$ cat config.mk
export PLATFORM = sky130hd
export DESIGN_NAME = idle_sleep_controller_flat
export DESIGN_NICKNAME = d
export VERILOG_FILES = /design/src/hw/rtl/isc_pkg.sv /design/src/hw/rtl/isc_req_if.sv /design/src/hw/rtl/isc_rsp_if.sv /design/src/hw/rtl/isc_regs.sv /design/src/hw/rtl/isc_ctrl.sv /design/src/hw/rtl/isc_dpath.sv /design/src/hw/rtl/idle_sleep_controller.sv /design/src/flat_wrapper.sv
export SDC_FILE = /design/constraint.sdc
export NUM_CORES = 1
export LEC_CHECK = 0
export BUFFER_PORTS_ARGS = -buffer_cell sky130_fd_sc_hd__buf_4
export CORE_MARGIN = 2
export CORE_UTILIZATION = 45
export DETAILED_ROUTE_END_ITERATION = 8
export GPL_TIMING_DRIVEN = 0
export PLACE_DENSITY_LB_ADDON = 0.08
export SETUP_SLACK_MARGIN = 0.02
export SLEW_MARGIN = 20
export SYNTH_ARGS = -nofsm -noshare
export SYNTH_HDL_FRONTEND = slang
export SYNTH_HIERARCHICAL = 1
export SYNTH_SLANG_ARGS = --single-unit
$ cat constraint.sdc
create_clock -name clk -period 6 [get_ports clk]
set_clock_uncertainty 0.1 [all_clocks]
set_input_delay 0.6 -clock clk [delete_from_list [all_inputs] [get_ports clk]]
set_output_delay 0.6 -clock clk [all_outputs]
set_load 0.02 [all_outputs]
$ cat src/hw/rtl/isc_pkg.sv
// Shared types and constants for the idle sleep controller.
`default_nettype none
package isc_pkg;

	localparam int NOW_W    = 32;
	localparam int ACT_W    = 2;
	localparam int CNT_W    = 32;
	localparam int PCT_W    = 7;
	localparam int THR_W    = 31;
	localparam int MODE_W   = 2;
	localparam int ADDR_W   = 4;
	localparam int DATA_W   = 32;
	localparam int STEP_W   = 3;

	localparam logic [ACT_W-1:0] ACT_TICK = 2'd0;
	localparam logic [ACT_W-1:0] ACT_CMD  = 2'd1;
	localparam logic [ACT_W-1:0] ACT_WAKE = 2'd2;

	localparam logic [MODE_W-1:0] MODE_DTR = 2'd1;
	localparam logic [MODE_W-1:0] MODE_RX  = 2'd2;

	localparam logic [1:0] REG_ENABLE    = 2'd0;
	localparam logic [1:0] REG_MODE      = 2'd1;
	localparam logic [1:0] REG_THRESHOLD = 2'd2;

	localparam logic [THR_W-1:0]  THR_RESET  = 31'd5000;
	localparam logic [MODE_W-1:0] MODE_RESET = MODE_DTR;
	localparam logic [PCT_W-1:0]  PCT_FULL   = 7'd100;

	// 100 = 2^6 + 2^5 + 2^2
	localparam int MUL_SH_INIT = 6;
	localparam int MUL_SH_MID  = 5;
	localparam int MUL_SH_LAST = 2;
	localparam logic [STEP_W-1:0] MUL_STEPS = 3'd2;
	localparam logic [STEP_W-1:0] DIV_STEPS = 3'd7;

	typedef struct packed {
		logic              enable;
		logic [MODE_W-1:0] mode;
		logic [THR_W-1:0]  threshold;
		logic              begin_pending;
	} isc_cfg_t;

	typedef struct packed {
		logic capture;
		logic load;
		logic update;
		logic clamp;
		logic mul;
		logic mul_last;
		logic div;
		logic out_load;
	} isc_cmd_t;

endpackage
`default_nettype wire

$ cat src/hw/rtl/isc_req_if.sv
// Event request channel: action and timestamp.
`default_nettype none
interface isc_req_if;
	import isc_pkg::*;

	logic             valid;
	logic             ready;
	logic [ACT_W-1:0] action;
	logic [NOW_W-1:0] now_ms;

	modport source (output valid, output action, output now_ms, input ready);
	modport sink (input valid, input action, input now_ms, output ready);
	modport monitor (input valid, input action, input now_ms, input ready);
endinterface
`default_nettype wire

$ cat src/hw/rtl/isc_rsp_if.sv
// Result channel: sleep status and statistics.
`default_nettype none
interface isc_rsp_if;
	import isc_pkg::*;

	logic             valid;
	logic             ready;
	logic             asleep;
	logic             dtr_high;
	logic             rx_wake_request;
	logic             woke_now;
	logic [CNT_W-1:0] wake_total;
	logic [NOW_W-1:0] slept_total_ms;
	logic [PCT_W-1:0] sleep_ratio_pct;

	modport source (output valid, output asleep, output dtr_high, output rx_wake_request,
		output woke_now, output wake_total, output slept_total_ms,
		output sleep_ratio_pct, input ready);
	modport sink (input valid, input asleep, input dtr_high, input rx_wake_request,
		input woke_now, input wake_total, input slept_total_ms,
		input sleep_ratio_pct, output ready);
	modport monitor (input valid, input asleep, input dtr_high, input rx_wake_request,
		input woke_now, input wake_total, input slept_total_ms,
		input sleep_ratio_pct, input ready);
endinterface
`default_nettype wire

$ cat src/hw/rtl/isc_regs.sv
// APB configuration registers and pending start flag.
`default_nettype none
module isc_regs (
	input  wire logic                  clk,
	input  wire logic                  arst_n,
	input  wire logic                  psel,
	input  wire logic                  penable,
	input  wire logic                  pwrite,
	input  wire logic [isc_pkg::ADDR_W-1:0] paddr,
	input  wire logic [isc_pkg::DATA_W-1:0] pwdata,
	output logic      [isc_pkg::DATA_W-1:0] prdata,
	output logic                       pready,
	input  wire logic                  clr_pending,
	output isc_pkg::isc_cfg_t          cfg
);
	import isc_pkg::*;

	logic              enable_q;
	logic [MODE_W-1:0] mode_q;
	logic [THR_W-1:0]  thr_q;
	logic              pending_q;
	logic [1:0]        idx;
	logic              wr;

	assign idx    = paddr[3:2];
	assign pready = 1'b1;
	assign wr     = psel & penable & pwrite & pready;

	always_ff @(posedge clk or negedge arst_n) begin
		if (!arst_n) begin
			enable_q  <= 1'b0;
			mode_q    <= MODE_RESET;
			thr_q     <= THR_RESET;
			pending_q <= 1'b0;
		end else if (wr) begin
			case (idx)
				REG_ENABLE: begin
					enable_q  <= pwdata[0];
					pending_q <= pwdata[0];
				end
				REG_MODE:      mode_q <= pwdata[MODE_W-1:0];
				REG_THRESHOLD: thr_q  <= pwdata[THR_W-1:0];
				default: ;
			endcase
		end else if (clr_pending) begin
			pending_q <= 1'b0;
		end
	end

	always_comb begin
		case (idx)
			REG_ENABLE:    prdata = DATA_W'(enable_q);
			REG_MODE:      prdata = DATA_W'(mode_q);
			REG_THRESHOLD: prdata = DATA_W'(thr_q);
			default:       prdata = '0;
		endcase
	end

	assign cfg = '{enable: enable_q, mode: mode_q, threshold: thr_q,
		begin_pending: pending_q};
endmodule
`default_nettype wire

$ cat src/hw/rtl/isc_ctrl.sv
// Controller state machine sequencing update, multiply and divide steps.
`default_nettype none
module isc_ctrl (
	input  wire logic       clk,
	input  wire logic       arst_n,
	input  wire logic       in_valid,
	output logic            in_ready,
	output logic            out_valid,
	input  wire logic       out_ready,
	output isc_pkg::isc_cmd_t cmd
);
	import isc_pkg::*;

	localparam logic [2:0] ST_IDLE  = 3'd0;
	localparam logic [2:0] ST_LOAD  = 3'd1;
	localparam logic [2:0] ST_UPD   = 3'd2;
	localparam logic [2:0] ST_CLAMP = 3'd3;
	localparam logic [2:0] ST_MUL   = 3'd4;
	localparam logic [2:0] ST_DIV   = 3'd5;
	localparam logic [2:0] ST_DONE  = 3'd6;

	logic [2:0]        state_q;
	logic [STEP_W-1:0] step_q;
	logic              out_valid_q;
	logic              out_free;

	assign in_ready  = (state_q == ST_IDLE);
	assign out_valid = out_valid_q;
	assign out_free  = !out_valid_q || out_ready;

	always_comb begin
		cmd          = '0;
		cmd.capture  = in_valid && in_ready;
		cmd.load     = (state_q == ST_LOAD);
		cmd.update   = (state_q == ST_UPD);
		cmd.clamp    = (state_q == ST_CLAMP);
		cmd.mul      = (state_q == ST_MUL);
		cmd.mul_last = (step_q == MUL_STEPS - 3'd1);
		cmd.div      = (state_q == ST_DIV);
		cmd.out_load = (state_q == ST_DONE) && out_free;
	end

	always_ff @(posedge clk or negedge arst_n) begin
		if (!arst_n) begin
			state_q     <= ST_IDLE;
			step_q      <= '0;
			out_valid_q <= 1'b0;
		end else begin
			if (cmd.out_load) begin
				out_valid_q <= 1'b1;
			end else if (out_ready) begin
				out_valid_q <= 1'b0;
			end
			case (state_q)
				ST_IDLE: begin
					if (cmd.capture) state_q <= ST_LOAD;
				end
				ST_LOAD:  state_q <= ST_UPD;
				ST_UPD:   state_q <= ST_CLAMP;
				ST_CLAMP: begin
					step_q  <= '0;
					state_q <= ST_MUL;
				end
				ST_MUL: begin
					if (cmd.mul_last) begin
						step_q  <= '0;
						state_q <= ST_DIV;
					end else begin
						step_q <= step_q + 3'd1;
					end
				end
				ST_DIV: begin
					if (step_q == DIV_STEPS - 3'd1) begin
						step_q  <= '0;
						state_q <= ST_DONE;
					end else begin
						step_q <= step_q + 3'd1;
					end
				end
				ST_DONE: begin
					if (out_free) state_q <= ST_IDLE;
				end
				default: state_q <= ST_IDLE;
			endcase
		end
	end
endmodule
`default_nettype wire

$ cat src/hw/rtl/isc_dpath.sv
// Datapath: sleep state, time accumulation and percentage divider.
`default_nettype none
module isc_dpath #(
	parameter int TW = 32
) (
	input  wire logic                      clk,
	input  wire logic                      arst_n,
	input  wire isc_pkg::isc_cfg_t         cfg,
	input  wire isc_pkg::isc_cmd_t         cmd,
	input  wire logic [isc_pkg::ACT_W-1:0] action,
	input  wire logic [isc_pkg::NOW_W-1:0] now_ms,
	output logic                           asleep,
	output logic                           dtr_high,
	output logic                           rx_wake_request,
	output logic                           woke_now,
	output logic      [isc_pkg::CNT_W-1:0] wake_total,
	output logic      [isc_pkg::NOW_W-1:0] slept_total_ms,
	output logic      [isc_pkg::PCT_W-1:0] sleep_ratio_pct
);
	import isc_pkg::*;

	localparam int W  = TW + PCT_W;
	localparam int CW = (TW > THR_W) ? TW : THR_W;

	logic [ACT_W-1:0] act_q;
	logic [TW-1:0]    now_q;
	logic [TW-1:0]    elapsed_q, idle_q, span_q;

	logic             sleeping_q, dtr_q, started_q;
	logic [TW-1:0]    la_q, ss_q, accum_q, st_q;
	logic [CNT_W-1:0] wake_cnt_q;

	logic             res_asleep_q, res_dtr_q, res_rx_q, res_woke_q, ratio_ok_q;
	logic [TW-1:0]    tot_q, sl_q;
	logic [W-1:0]     rem_q, dvs_q;
	logic [PCT_W-1:0] quo_q;

	logic             begin_w, is_rx, is_dtr, wake_dis, s_mid, thr_ok;
	logic             go_sleep, wake_act, woke, sleeping_new, dtr_new, started_new;
	logic [TW-1:0]    idle_eff, total, span_eff, sl_min;
	logic [W-1:0]     mul_add;

	always_comb begin
		begin_w      = cfg.begin_pending & cfg.enable;
		is_rx        = (cfg.mode == MODE_RX);
		is_dtr       = (cfg.mode == MODE_DTR);
		wake_dis     = !cfg.enable & sleeping_q;
		s_mid        = sleeping_q & cfg.enable & !begin_w;
		idle_eff     = begin_w ? '0 : idle_q;
		thr_ok       = !idle_eff[TW-1] && (CW'(idle_eff) >= CW'(cfg.threshold));
		go_sleep     = (act_q == ACT_TICK) && cfg.enable && !s_mid && thr_ok;
		wake_act     = s_mid && ((act_q == ACT_CMD) || (act_q == ACT_WAKE));
		woke         = (begin_w & sleeping_q) | wake_dis | wake_act;
		sleeping_new = go_sleep | (s_mid & !wake_act);
		dtr_new      = dtr_q;
		if (begin_w || !cfg.enable || (wake_act && !is_rx)) dtr_new = 1'b0;
		if (go_sleep && is_dtr) dtr_new = 1'b1;
		started_new  = started_q | begin_w;
		total        = accum_q + (sleeping_q ? elapsed_q : '0);
		span_eff     = (begin_w && !started_q) ? '0 : span_q;
		sl_min       = (tot_q > span_q) ? span_q : tot_q;
		mul_add      = cmd.mul_last ? (W'(sl_q) << MUL_SH_LAST) : (W'(sl_q) << MUL_SH_MID);
	end

	always_ff @(posedge clk or negedge arst_n) begin
		if (!arst_n) begin
			sleeping_q <= 1'b0;
			dtr_q      <= 1'b0;
			started_q  <= 1'b0;
			la_q       <= '0;
			ss_q       <= '0;
			accum_q    <= '0;
			st_q       <= '0;
			wake_cnt_q <= '0;
		end else if (cmd.update) begin
			sleeping_q <= sleeping_new;
			dtr_q      <= dtr_new;
			started_q  <= started_new;
			if ((act_q == ACT_CMD) || woke || begin_w) la_q <= now_q;
			if (go_sleep) ss_q <= now_q;
			if (woke) accum_q <= total;
			if (begin_w && !started_q) st_q <= now_q;
			if (wake_dis || wake_act) wake_cnt_q <= wake_cnt_q + 32'd1;
		end
	end

	always_ff @(posedge clk) begin
		if (cmd.capture) begin
			act_q <= action;
			now_q <= TW'(now_ms);
		end
		if (cmd.load) begin
			elapsed_q <= now_q - ss_q;
			idle_q    <= now_q - la_q;
			span_q    <= now_q - st_q;
		end
		if (cmd.update) begin
			res_asleep_q <= sleeping_new;
			res_dtr_q    <= dtr_new;
			res_rx_q     <= woke & is_rx;
			res_woke_q   <= woke;
			tot_q        <= total;
			span_q       <= span_eff;
			ratio_ok_q   <= started_new && (span_eff != '0);
		end
		if (cmd.clamp) begin
			sl_q  <= sl_min;
			rem_q <= W'(sl_min) << MUL_SH_INIT;
		end
		if (cmd.mul) begin
			rem_q <= rem_q + mul_add;
			if (cmd.mul_last) dvs_q <= W'(span_q) << (PCT_W - 1);
		end
		if (cmd.div) begin
			if (rem_q >= dvs_q) begin
				rem_q <= rem_q - dvs_q;
				quo_q <= {quo_q[PCT_W-2:0], 1'b1};
			end else begin
				quo_q <= {quo_q[PCT_W-2:0], 1'b0};
			end
			dvs_q <= dvs_q >> 1;
		end
		if (cmd.out_load) begin
			asleep          <= res_asleep_q;
			dtr_high        <= res_dtr_q;
			rx_wake_request <= res_rx_q;
			woke_now        <= res_woke_q;
			wake_total      <= wake_cnt_q;
			slept_total_ms  <= NOW_W'(tot_q);
			sleep_ratio_pct <= ratio_ok_q ? quo_q : '0;
		end
	end
endmodule
`default_nettype wire

$ cat src/hw/rtl/idle_sleep_controller.sv
// Top level of the idle sleep controller.
// Each event request (idle tick, command activity or wake) is taken when the block is idle, and
// its result is formed in these steps in order: form the time differences, update the sleep
// state, clamp the sleep time, two shift-add steps forming 100 times the sleep time, and seven
// restoring-division steps for the percentage. No new request is taken until the finished result
// has gone into the output register; it sits there, so the next request is taken while it waits.
// Timestamps and sleep totals wrap at TIME_WIDTH bits.
`default_nettype none
module idle_sleep_controller #(
	parameter int TIME_WIDTH = 32
) (
	input  wire logic                       clk,
	input  wire logic                       arst_n,
	isc_req_if.sink                         req,
	isc_rsp_if.source                       rsp,
	input  wire logic                       psel,
	input  wire logic                       penable,
	input  wire logic                       pwrite,
	input  wire logic [isc_pkg::ADDR_W-1:0] paddr,
	input  wire logic [isc_pkg::DATA_W-1:0] pwdata,
	output logic      [isc_pkg::DATA_W-1:0] prdata,
	output logic                            pready
);
	import isc_pkg::*;

	isc_cfg_t cfg;
	isc_cmd_t cmd;
	logic     in_ready;
	logic     out_valid;

	isc_regs u_regs (
		.clk         (clk),
		.arst_n      (arst_n),
		.psel        (psel),
		.penable     (penable),
		.pwrite      (pwrite),
		.paddr       (paddr),
		.pwdata      (pwdata),
		.prdata      (prdata),
		.pready      (pready),
		.clr_pending (cmd.update),
		.cfg         (cfg)
	);

	isc_ctrl u_ctrl (
		.clk       (clk),
		.arst_n    (arst_n),
		.in_valid  (req.valid),
		.in_ready  (in_ready),
		.out_valid (out_valid),
		.out_ready (rsp.ready),
		.cmd       (cmd)
	);

	isc_dpath #(
		.TW (TIME_WIDTH)
	) u_dpath (
		.clk             (clk),
		.arst_n          (arst_n),
		.cfg             (cfg),
		.cmd             (cmd),
		.action          (req.action),
		.now_ms          (req.now_ms),
		.asleep          (rsp.asleep),
		.dtr_high        (rsp.dtr_high),
		.rx_wake_request (rsp.rx_wake_request),
		.woke_now        (rsp.woke_now),
		.wake_total      (rsp.wake_total),
		.slept_total_ms  (rsp.slept_total_ms),
		.sleep_ratio_pct (rsp.sleep_ratio_pct)
	);

	assign req.ready = in_ready;
	assign rsp.valid = out_valid;
endmodule
`default_nettype wire

$ cat src/flat_wrapper.sv
// flat-port wrapper written by rule: the top's interface ports become plain ports
module idle_sleep_controller_flat import isc_pkg::*;
#(
	parameter int TIME_WIDTH = 32
)
  (clk, arst_n, psel, penable, pwrite, paddr, pwdata, prdata, pready, req_valid, req_action, req_now_ms, req_ready, rsp_valid, rsp_asleep, rsp_dtr_high, rsp_rx_wake_request, rsp_woke_now, rsp_wake_total, rsp_slept_total_ms, rsp_sleep_ratio_pct, rsp_ready);
  isc_req_if req_i ();
  isc_rsp_if rsp_i ();
  input  wire logic clk;
  input  wire logic arst_n;
  input  wire logic psel;
  input  wire logic penable;
  input  wire logic pwrite;
  input  wire logic [isc_pkg::ADDR_W-1:0] paddr;
  input  wire logic [isc_pkg::DATA_W-1:0] pwdata;
  output logic      [isc_pkg::DATA_W-1:0] prdata;
  output logic pready;
  input wire logic [$bits(req_i.valid)-1:0] req_valid;
  input wire logic [$bits(req_i.action)-1:0] req_action;
  input wire logic [$bits(req_i.now_ms)-1:0] req_now_ms;
  output wire logic [$bits(req_i.ready)-1:0] req_ready;
  output wire logic [$bits(rsp_i.valid)-1:0] rsp_valid;
  output wire logic [$bits(rsp_i.asleep)-1:0] rsp_asleep;
  output wire logic [$bits(rsp_i.dtr_high)-1:0] rsp_dtr_high;
  output wire logic [$bits(rsp_i.rx_wake_request)-1:0] rsp_rx_wake_request;
  output wire logic [$bits(rsp_i.woke_now)-1:0] rsp_woke_now;
  output wire logic [$bits(rsp_i.wake_total)-1:0] rsp_wake_total;
  output wire logic [$bits(rsp_i.slept_total_ms)-1:0] rsp_slept_total_ms;
  output wire logic [$bits(rsp_i.sleep_ratio_pct)-1:0] rsp_sleep_ratio_pct;
  input wire logic [$bits(rsp_i.ready)-1:0] rsp_ready;
  assign req_i.valid = req_valid;
  assign req_i.action = req_action;
  assign req_i.now_ms = req_now_ms;
  assign req_ready = req_i.ready;
  assign rsp_valid = rsp_i.valid;
  assign rsp_asleep = rsp_i.asleep;
  assign rsp_dtr_high = rsp_i.dtr_high;
  assign rsp_rx_wake_request = rsp_i.rx_wake_request;
  assign rsp_woke_now = rsp_i.woke_now;
  assign rsp_wake_total = rsp_i.wake_total;
  assign rsp_slept_total_ms = rsp_i.slept_total_ms;
  assign rsp_sleep_ratio_pct = rsp_i.sleep_ratio_pct;
  assign rsp_i.ready = rsp_ready;
  idle_sleep_controller #(.TIME_WIDTH(TIME_WIDTH)) u_core (.clk(clk), .arst_n(arst_n), .req(req_i), .rsp(rsp_i), .psel(psel), .penable(penable), .pwrite(pwrite), .paddr(paddr), .pwdata(pwdata), .prdata(prdata), .pready(pready));
endmodule
==> Yosys cells after proc, flatten, opt, wreduce, memory -nomap -nowiden <==
Cells that the tools add are included.
{ "classes": {"muxes": 31, "eq_ne": 19, "bitwise": 13, "order_cmp": 3, "reduce_logical": 47, "addsub": 8} }
{ "ops": {"columns": ["cell", "n"], "rows": [
  ["32-bit two-way mux", 6],
  ["39-bit two-way mux", 4],
  ["32-bit subtractor", 3],
  ["31-bit one-hot mux with 3 select lines", 1],
  ["38-bit two-way mux", 2],
  ["37-bit two-way mux", 2],
  ["39-bit by 37-bit adder with 39-bit output", 1],
  ["39-bit by 38-bit greater-or-equal comparator with 1-bit output", 1],
  ["39-bit by 38-bit subtractor with 39-bit output", 1],
  ["32-bit by 1-bit adder with 32-bit output, second input constant", 1],
  ["32-bit adder", 1],
  ["32-bit by 31-bit greater-or-equal comparator with 1-bit output", 1],
  ["32-bit > comparator", 1],
  ["32-bit nonzero test", 1],
  ["3-bit one-hot mux with 7 select lines", 1],
  ["2-bit AND reduction", 10],
  ["3-bit two-way mux", 6],
  ["3-bit equality test, second input constant", 4],
  ["1-bit logical AND", 11],
  ["2-bit nonzero test", 5],
  ["1-bit bitwise AND", 9],
  ["3-bit one-hot mux with 3 select lines", 1],
  ["1-bit logical NOT", 8],
  ["1-bit two-way mux", 8],
  ["other kinds (13)", 32]
]} }
{ "word_totals": {"wordCells": 159, "regBits": 563, "out_inout_bits": 110} }

==> Longest topological paths before layout <==
Gate-level depths: netlist of the first run.
{ "logic_depth": {"depth_word": 8, "depth_mapped": 17} }

==> Hierarchy <==
The synthesis of the first run kept the hierarchy.
{ "by_module_without_submodules": {"columns": ["module", "area_per_inst_um2", "seq_area_each_um2", "instances", "cells_each"], "rows": [
  ["isc_dpath", 31670.4, 14438.8, 1, 2997],
  ["isc_regs", 1637.8, 883.3, 1, 124],
  ["isc_ctrl", 451.7, 175.2, 1, 56]
]} }

==> Worst setup path before layout of the first run <==
Ideal clock, no wire load.
{ "synth_path": {"path_kind": "reg-to-reg", "start": "register u_core.u_ctrl.state_q[2]", "end": "register u_core.u_dpath.wake_cnt_q[31]", "path_slack_ns": 1.392, "setup_ns": 0.079, "stages_incl_launch_ff": 14, "arrival_ns": 4.429, "period_less_slack_ns": 4.608, "path_cell_list": "dfrtp_1 > clkbuf_1 > nor2_1 > buf_2 > nand2_1 > a21oi_1 > nand4_1 > nor2_1 > and2_1 > nor2b_1 > nor2b_1 > nand3_1 > nor2_1 > xor2_1"} }
{ "synth_rtl": {"columns": ["element", "line_no", "source"], "rows": [
  ["from (decl)", "isc_ctrl.sv:22", "logic [2:0] state_q;"],
  ["from (signal assigned)", "isc_ctrl.sv:45", "state_q <= ST_IDLE;"],
  ["from (signal assigned)", "isc_ctrl.sv:56", "if (cmd.capture) state_q <= ST_LOAD;"],
  ["from (signal assigned)", "isc_ctrl.sv:58", "ST_LOAD: state_q <= ST_UPD;"],
  ["to (signal assigned)", "isc_dpath.sv:83", "if (wake_dis || wake_act) wake_cnt_q <= wake_cnt_q + 32'd1;"],
  ["to (decl)", "isc_dpath.sv:31", "logic [CNT_W-1:0] wake_cnt_q;"]
]} }

==> flow_summary.json, run 1 <==
{
  "setup.worst_path.end_class": "flop",
  "die_height_um": 277.9,
  "core_area_um2": 74320,
  "ios": 187,
  "ys.flop_type": "edfxtp_1",
  "ys.warnings.count": 6,
  "synth_edf_count": 319,
  "cts_resized": 0,
  "synthDistinctLibCells": 95,
  "antenna_cells": 0,
  "finalCritPeriodShare_pct": 92.94,
  "wl_um": 89700,
  "cts_made_buffers": 68,
  "dpl.hpwl_um": 71050,
  "rr_startpoint": "u_core/u_ctrl/step_q[0]",
  "area_growth_pct": 15.22,
  "clock.fmax_mhz": 179.3,
  "clk_latency_ps": 610,
  "final_hold_viol_count": 0,
  "ant_nets": 0,
  "min_to": "u_core/u_dpath/now_q[27]",
  "fin_cells": 4465,
  "grt_max_degree": 83,
  "drtIter0Drc": 1541,
  "synth_top_area_share_pct": 28.37,
  "leakage_nw": 16.75,
  "grt_overflow": 0,
  "max_cap_violations": 0,
  "hp-start": "req_now_ms[27]",
  "die_area_um2": 77230,
  "viasPerCell": 5.477,
  "min_period_ps": 5577,
  "start_util_pct": 45.42,
  "fill_cells": 6642,
  "netlist_area_um2": 33760,
  "clkTransAtPathRegs_ps": 60,
  "powerDensity_nw_per_um2": 574.3,
  "tns_ps": 0,
  "cp_max_fo": 10,
  "clockBufferDepth": 3,
  "tritoncts": "built",
  "min_path_type": "in -> reg",
  "reg2reg_to": "u_core/u_dpath/rem_q[38]",
  "seq_area_frac_synth_pct": 45.90,
  "track_usage_pct": 23.12,
  "route.detailed.drc": 0,
  "syn_nets": 3523,
  "synthTopCellsByArea": "edfxtp_1 28%, dfrtp_1 15%, ha_1 9.7%",
  "dp_slack_ps": 531.8,
  "antenna_found_initial": 0,
  "cp-start-kind": "flop",
  "synth-seq-cells": 563,
  "worstMarginPinSlew_ps": 984.5,
  "seq_area_um2": 15500,
  "wl_per_cell_um": 20.09,
  "finalSetupViolCount": 0,
  "rows": 100,
  "required_ps": 6390,
  "dr.pass1.iters": 6,
  "worst_slack_ps": 423.4,
  "rr_worst_depth": 17,
  "rsz0062_at_grt": "false",
  "relSlewSlack_pct": 34.20,
  "grt_pass1_wl_um": 140600,
  "critPathKind": "reg -> reg",
  "status": "complete, no violations",
  "ir_drop_mv": 0.2829,
  "startpoint": "u_core/u_ctrl/step_q[0]",
  "port_buffers": 181,
  "hold_path_depth": 1,
  "arrival_ps": 5970,
  "synth_most_common_cell": "edfxtp_1",
  "vias": 24460,
  "rrSetupSlack_ps": 420,
  "slew_violations": 0,
  "clock_sinks": 563,
  "dp_cells": 4338,
  "root_buffer": "clkbuf_16",
  "async_reset_ff_share_pct": 36.41,
  "layout.nets": 3786,
  "drive_gt1_share_pct": 16.65,
  "post_cts_buffers": 0,
  "die_w_um": 277.9,
  "avgSynthCellArea_um2": 10.63,
  "grt_pass1_vias": 25160,
  "ctsHoldBuffers": 1,
  "synthCells": 3177,
  "gp_congestion": 0.8952,
  "synth_commonest_cells": "319 x edfxtp_1, 263 x ha_1, 250 x inv_1, 216 x nand2_1, 211 x a21oi_1",
  "yosys.area.top_type": "edfxtp_1",
  "multi_input_area_um2": 16880,
  "htree_num_levels": 3
}
## cell type report
class	instances	area share (%)
plain buffers	101	1.248
clock buffers	99	5.041
clock inverters	27	0.7945
inverters	251	2.422
multi-input cells	2262	43.39
flip-flops and latches	563	39.84
well taps	969	3.117
repair buffers	193	4.150
## flip-flops by register name, indices dropped and copies added, names as in the netlist, 2 cells and up
name	flops
u_core/u_dpath/wake_cnt_q	32
u_core/u_dpath/tot_q	32
u_core/u_ctrl/state_q	3
u_core/u_dpath/sl_q	32
u_core/u_regs/mode_q	2
u_core/u_ctrl/step_q	3
u_core/u_dpath/accum_q	32
u_core/u_dpath/la_q	32
u_core/u_dpath/sleep_ratio_pct	7
u_core/u_dpath/elapsed_q	32
u_core/u_regs/thr_q	31
u_core/u_dpath/rem_q	39
u_core/u_dpath/dvs_q	38
u_core/u_dpath/quo_q	7
u_core/u_dpath/now_q	32
u_core/u_dpath/idle_q	32
u_core/u_dpath/span_q	32
u_core/u_dpath/wake_total	32
u_core/u_dpath/st_q	32
u_core/u_dpath/slept_total_ms	32
u_core/u_dpath/ss_q	32
u_core/u_dpath/act_q	2
## power by group
| group | switching, mW | internal (mW) | total, mW | leakage [nW] |
|---|---|---|---|---|
| logic | 6.77 | 4.75 | 11.5 | 9.60 |
| clock network | 1.68 | 2.47 | 4.15 | 1.12 |
| registers | 0.870 | 5.79 | 6.66 | 6.03 |
| total | 9.32 | 13.0 | 22.3 | 16.8 |
## through the flow
stage / power [mW] / area (um^2) / util (%) / hold WS [ps]
final: 22.34 / 38900 / 52.34 / 63.15
after global routing: 24.02 / 38900 / 52.34 / 34.43
after CTS: 22.42 / 38900 / 52.34 / 19.94
after detailed placement: 18.10 / 36620 / 49.27 / 305.2
after global placement: 17.85 / 36330 / 48.88 / 302.2
after floorplan: 14.83 / 33760 / - / 204.4
## kinds of logic after synthesis
kind of cell | Yosys count | synth area share, %
other | 2 | 0.02225
AND/OR/NAND/NOR | 784 | 11.76
flip-flops | 563 | 45.90
AO/OA/AOI/OAI | 776 | 15.09
buffers and inverters | 352 | 4.229
XOR/XNOR | 196 | 5.085
adder cells (fa/ha/maj) | 269 | 10.10
multiplexers | 235 | 7.809
## metal layers
metal	share of wire, %	global-route usage [%]	up-vias
met5	0	0	-
met4	3.6	9.161	0
met3	3.6	2.864	150
met2	49	40.13	527
met1	44	29.30	11730
li1	-	-	12050
## placed cells by master (no fill, tap or decap), types with 96 or more instances in the layout
cell,Yosys,routed
a21oi_1,211,210
buf_4,5,186
nor2_1,140,137
and2_1,113,112
a21o_1,96,96
inv_1,250,250
dfrtp_1,199,199
edfxtp_1,319,319
o21ai_0,171,171
mux2_2,188,188
nand2_1,216,215
ha_1,263,263
xnor2_1,126,126
## how the worst max path moves through the flow
stage / to / slack [ps] / depth (start not counted)
5_1_grt: u_core/u_dpath/rem_q[38] / 130 / 17
6_report: u_core/u_dpath/rem_q[38] / 420 / 17
3_3_place_gp: u_core/u_dpath/wake_cnt_q[26] / -1090 / 12
2_1_floorplan: u_core/u_dpath/wake_cnt_q[31] / 1390 / 13
3_5_place_dp: u_core/u_dpath/rem_q[38] / 530 / 17
4_1_cts: u_core/u_dpath/rem_q[38] / 490 / 17
## worst max-delay path: stages (launching register included)
cell and delay (ps):
dfrtp_1 470, inv_1 130, nor3_1 200, clkbuf_1 490, clkbuf_1 470, mux2_2 400, ha_1 270, clkbuf_1 270
nand3_1 190, nor3_1 390, o211ai_1 150, a21oi_1 370, nor2_1 170, o21ai_2 330, a41oi_1 260, a2111oi_2 460
nor3_1 90, a211o_1 230
Note: power is estimated with default switching activity, not from simulation.
==> run 2, diff against run 1 <==
--- a/config.mk
+++ b/config.mk
@@ -15,5 +15,4 @@
 export SLEW_MARGIN = 20
 export SYNTH_ARGS = -nofsm -noshare
 export SYNTH_HDL_FRONTEND = slang
-export SYNTH_HIERARCHICAL = 1
 export SYNTH_SLANG_ARGS = --single-unit
==> run 2 against run 1 <==
Effect of this change:
- sequential power increased by 0.6%
- global-route usage increased by 0.31 points
- cell count increased by 0.90%
- critical endpoint is now u_core.u_dpath.rem_q[37]
- fmax increased by 2.5%
==> flow_summary.json, run 2 <==
{
  "port_buffers": 180,
  "synth_edf_count": 319,
  "dp_cells": 4379,
  "cpMaxStageDelayCell": "a2111oi_0",
  "rrSetupSlack_ps": 560,
  "grt_pass1_vias": 25040,
  "netlist_area_um2": 33070,
  "synth_most_common_cell": "edfxtp_1",
  "path_depth": 14,
  "rr_worst_depth": 14,
  "reg_top3": "u_core.u_dpath.rem_q (39), u_core.u_dpath.dvs_q (38)",
  "finalSetupViolCount": 0,
  "top_register": "u_core.u_dpath.rem_q",
  "die_w_um": 275.1,
  "final_hold_viol_count": 0,
  "antenna_cells": 0,
  "die_height_um": 275.1,
  "clkTransAtPathRegs_ps": 60,
  "synthTopCellsByArea": "edfxtp_1 29%, dfrtp_1 15%, ha_1 10%",
  "max_stage_delay_ps": 930,
  "syn_nets": 3573,
  "worstSetupEndpoint": "u_core.u_dpath.rem_q[37]",
  "cp_max_fo": 10,
  "powerDensity_nw_per_um2": 572.7,
  "clk_latency_ps": 630,
  "tns_ps": 0,
  "met3_usage_pct": 3.229,
  "ant_nets": 0,
  "fin_cells": 4505,
  "relSlewSlack_pct": 26.80,
  "startpoint": "u_core.u_ctrl.step_q[2]",
  "synthCells": 3227,
  "finalCritPeriodShare_pct": 90.64,
  "arrival_ps": 5810,
  "die_area_um2": 75660,
  "min_period_ps": 5439,
  "cts_resized": 0,
  "rows": 99,
  "critPathKind": "reg -> reg",
  "ir_drop_mv": 0.3825,
  "fill_cells": 6615,
  "grt_overflow": 0,
  "async_reset_ff_share_pct": 36.41,
  "root_buffer": "clkbuf_16",
  "core_area_um2": 72830,
  "grt_pass1_wl_um": 138400,
  "use_met1_pct": 29.71,
  "wl_per_cell_um": 19.62,
  "layout.cells.most_common": "edfxtp_1",
  "cp-start-kind": "flop",
  "multi_input_area_um2": 16250,
  "synth_commonest_cells": "319 x edfxtp_1, 296 x nand2_1, 281 x o21ai_0, 263 x ha_1, 244 x inv_1",
  "vias": 24750,
  "critical_path.cell_chain": "nand2b_1 -> nor2_1 -> clkbuf_1 -> mux2_2 -> ha_1 -> nand4_1 -> a211oi_1 -> a21oi_1 -> a2111oi_0 -> nor4_1 -> nor3_1 -> mux2_2 -> a2111oi_0 -> a21oi_1",
  "fin_util_pct": 52.43,
  "hp-start": "req_now_ms[6]",
  "synthDistinctLibCells": 91,
  "leakage_nw": 16.07,
  "final_cell_mix": "319 x edfxtp_1, 295 x nand2_1, 280 x o21ai_0, 263 x ha_1, 244 x inv_1",
  "worst_slack_ps": 561.3,
  "finalInstanceArea_um2": 38180,
  "gp_congestion": 0.8811,
  "reg2reg_to": "u_core.u_dpath.rem_q[37]",
  "route.detailed.drc": 0,
  "largest_reg_flops": 39,
  "ys.warnings.count": 0,
  "dpl.hpwl_um": 69050,
  "critPathTopFamily": "compound AO/OA/AOI/OAI gates",
  "drive_gt1_share_pct": 13.68,
  "viasPerCell": 5.495,
  "clock_sinks": 563,
  "required_ps": 6370,
  "rsz0062_at_grt": "false",
  "slew_violations": 0,
  "drtIter0Drc": 1745,
  "grt_max_degree": 88,
  "area_growth_pct": 15.48,
  "dr.pass1.iters": 7,
  "status": "complete, no violations",
  "post_cts_buffers": 0,
  "tritoncts": "built",
  "cp_num_buf_inv": 1,
  "wl_um": 88390,
  "ctsHoldBuffers": 1,
  "dp_slack_ps": 457.3,
  "start_util_pct": 45.40,
  "power_mw": 21.87,
  "layout.nets": 3837,
  "ios": 187,
  "track_usage_pct": 23.44,
  "cts_made_buffers": 68,
  "rr_startpoint": "u_core.u_ctrl.step_q[2]",
  "seq_area_frac_synth_pct": 46.87,
  "grt-busiest-layer": "met2",
  "min_path_type": "in -> reg",
  "antenna_found_initial": 0,
  "use_met2_pct": 41.04,
  "yosys.area.top_type": "edfxtp_1",
  "synth_top_area_share_pct": 28.97,
  "ys.flop_type": "edfxtp_1",
  "avgSynthCellArea_um2": 10.25,
  "placedInstanceArea_um2": 35960,
  "setup.worst_path.end_class": "flop",
  "synth-seq-cells": 563,
  "max_cap_violations": 0,
  "htree_num_levels": 3,
  "clock.fmax_mhz": 183.9,
  "seq_area_um2": 15500,
  "whs_ps": 46.92,
  "clockBufferDepth": 3,
  "worstMarginPinSlew_ps": 1070
}
run 2: worst min-delay path by stage:
| stage | end | depth (start not counted) |
|---|---|---|
| global route | u_core.u_dpath.now_q[14] | 1 |
| global placement | u_core.u_dpath.asleep | 0 |
| CTS | u_core.u_dpath.now_q[6] | 1 |
| detailed placement | u_core.u_dpath.asleep | 0 |
| floorplan | u_core.u_ctrl.out_valid | 0 |
| finish | u_core.u_dpath.now_q[6] | 1 |
run 2: layout make-up:
type / instances / area share, %
buffer: 102 / 1.111
clock buffer: 94 / 4.951
clock inverter: 31 / 0.8356
inverter: 248 / 2.438
multi-input combinational: 2314 / 42.57
sequential: 563 / 40.59
tap: 959 / 3.142
timing repair buffer: 194 / 4.371
run 2: worst register-to-register path, cell delays in order, from the launching register on:
cell and delay (ps):
dfrtp_1 430, nand2b_1 180, nor2_1 680, clkbuf_1 490
mux2_2 400, ha_1 350, nand4_1 140, a211oi_1 200
a21oi_1 180, a2111oi_0 930, nor4_1 190, nor3_1 280
mux2_2 370, a2111oi_0 310, a21oi_1 70
run 2: where the power goes:
group | switching, mW | internal, mW
combinational | 6.50 | 4.59
clock | 1.71 | 2.37
sequential | 0.851 | 5.85
total | 9.06 | 12.8
run 2: cell families after synthesis:
| family | count (synthesis) | share of synthesized area [%] |
|---|---|---|
| mux | 123 | 4.166 |
| buf+inv | 350 | 4.083 |
| xor+xnor | 196 | 5.192 |
| flops | 563 | 46.87 |
| compound gates | 868 | 16.74 |
| simple gates | 856 | 12.62 |
| fa+ha+maj | 269 | 10.32 |
| other cells | 2 | 0.02271 |
run 2: layer usage:
layer | vias up | part of all wire, %
li1 | 12200 | -
met1 | 11870 | 44
met2 | 531 | 49
met3 | 153 | 3.6
met4 | 0 | 3.3
met5 | - | 0
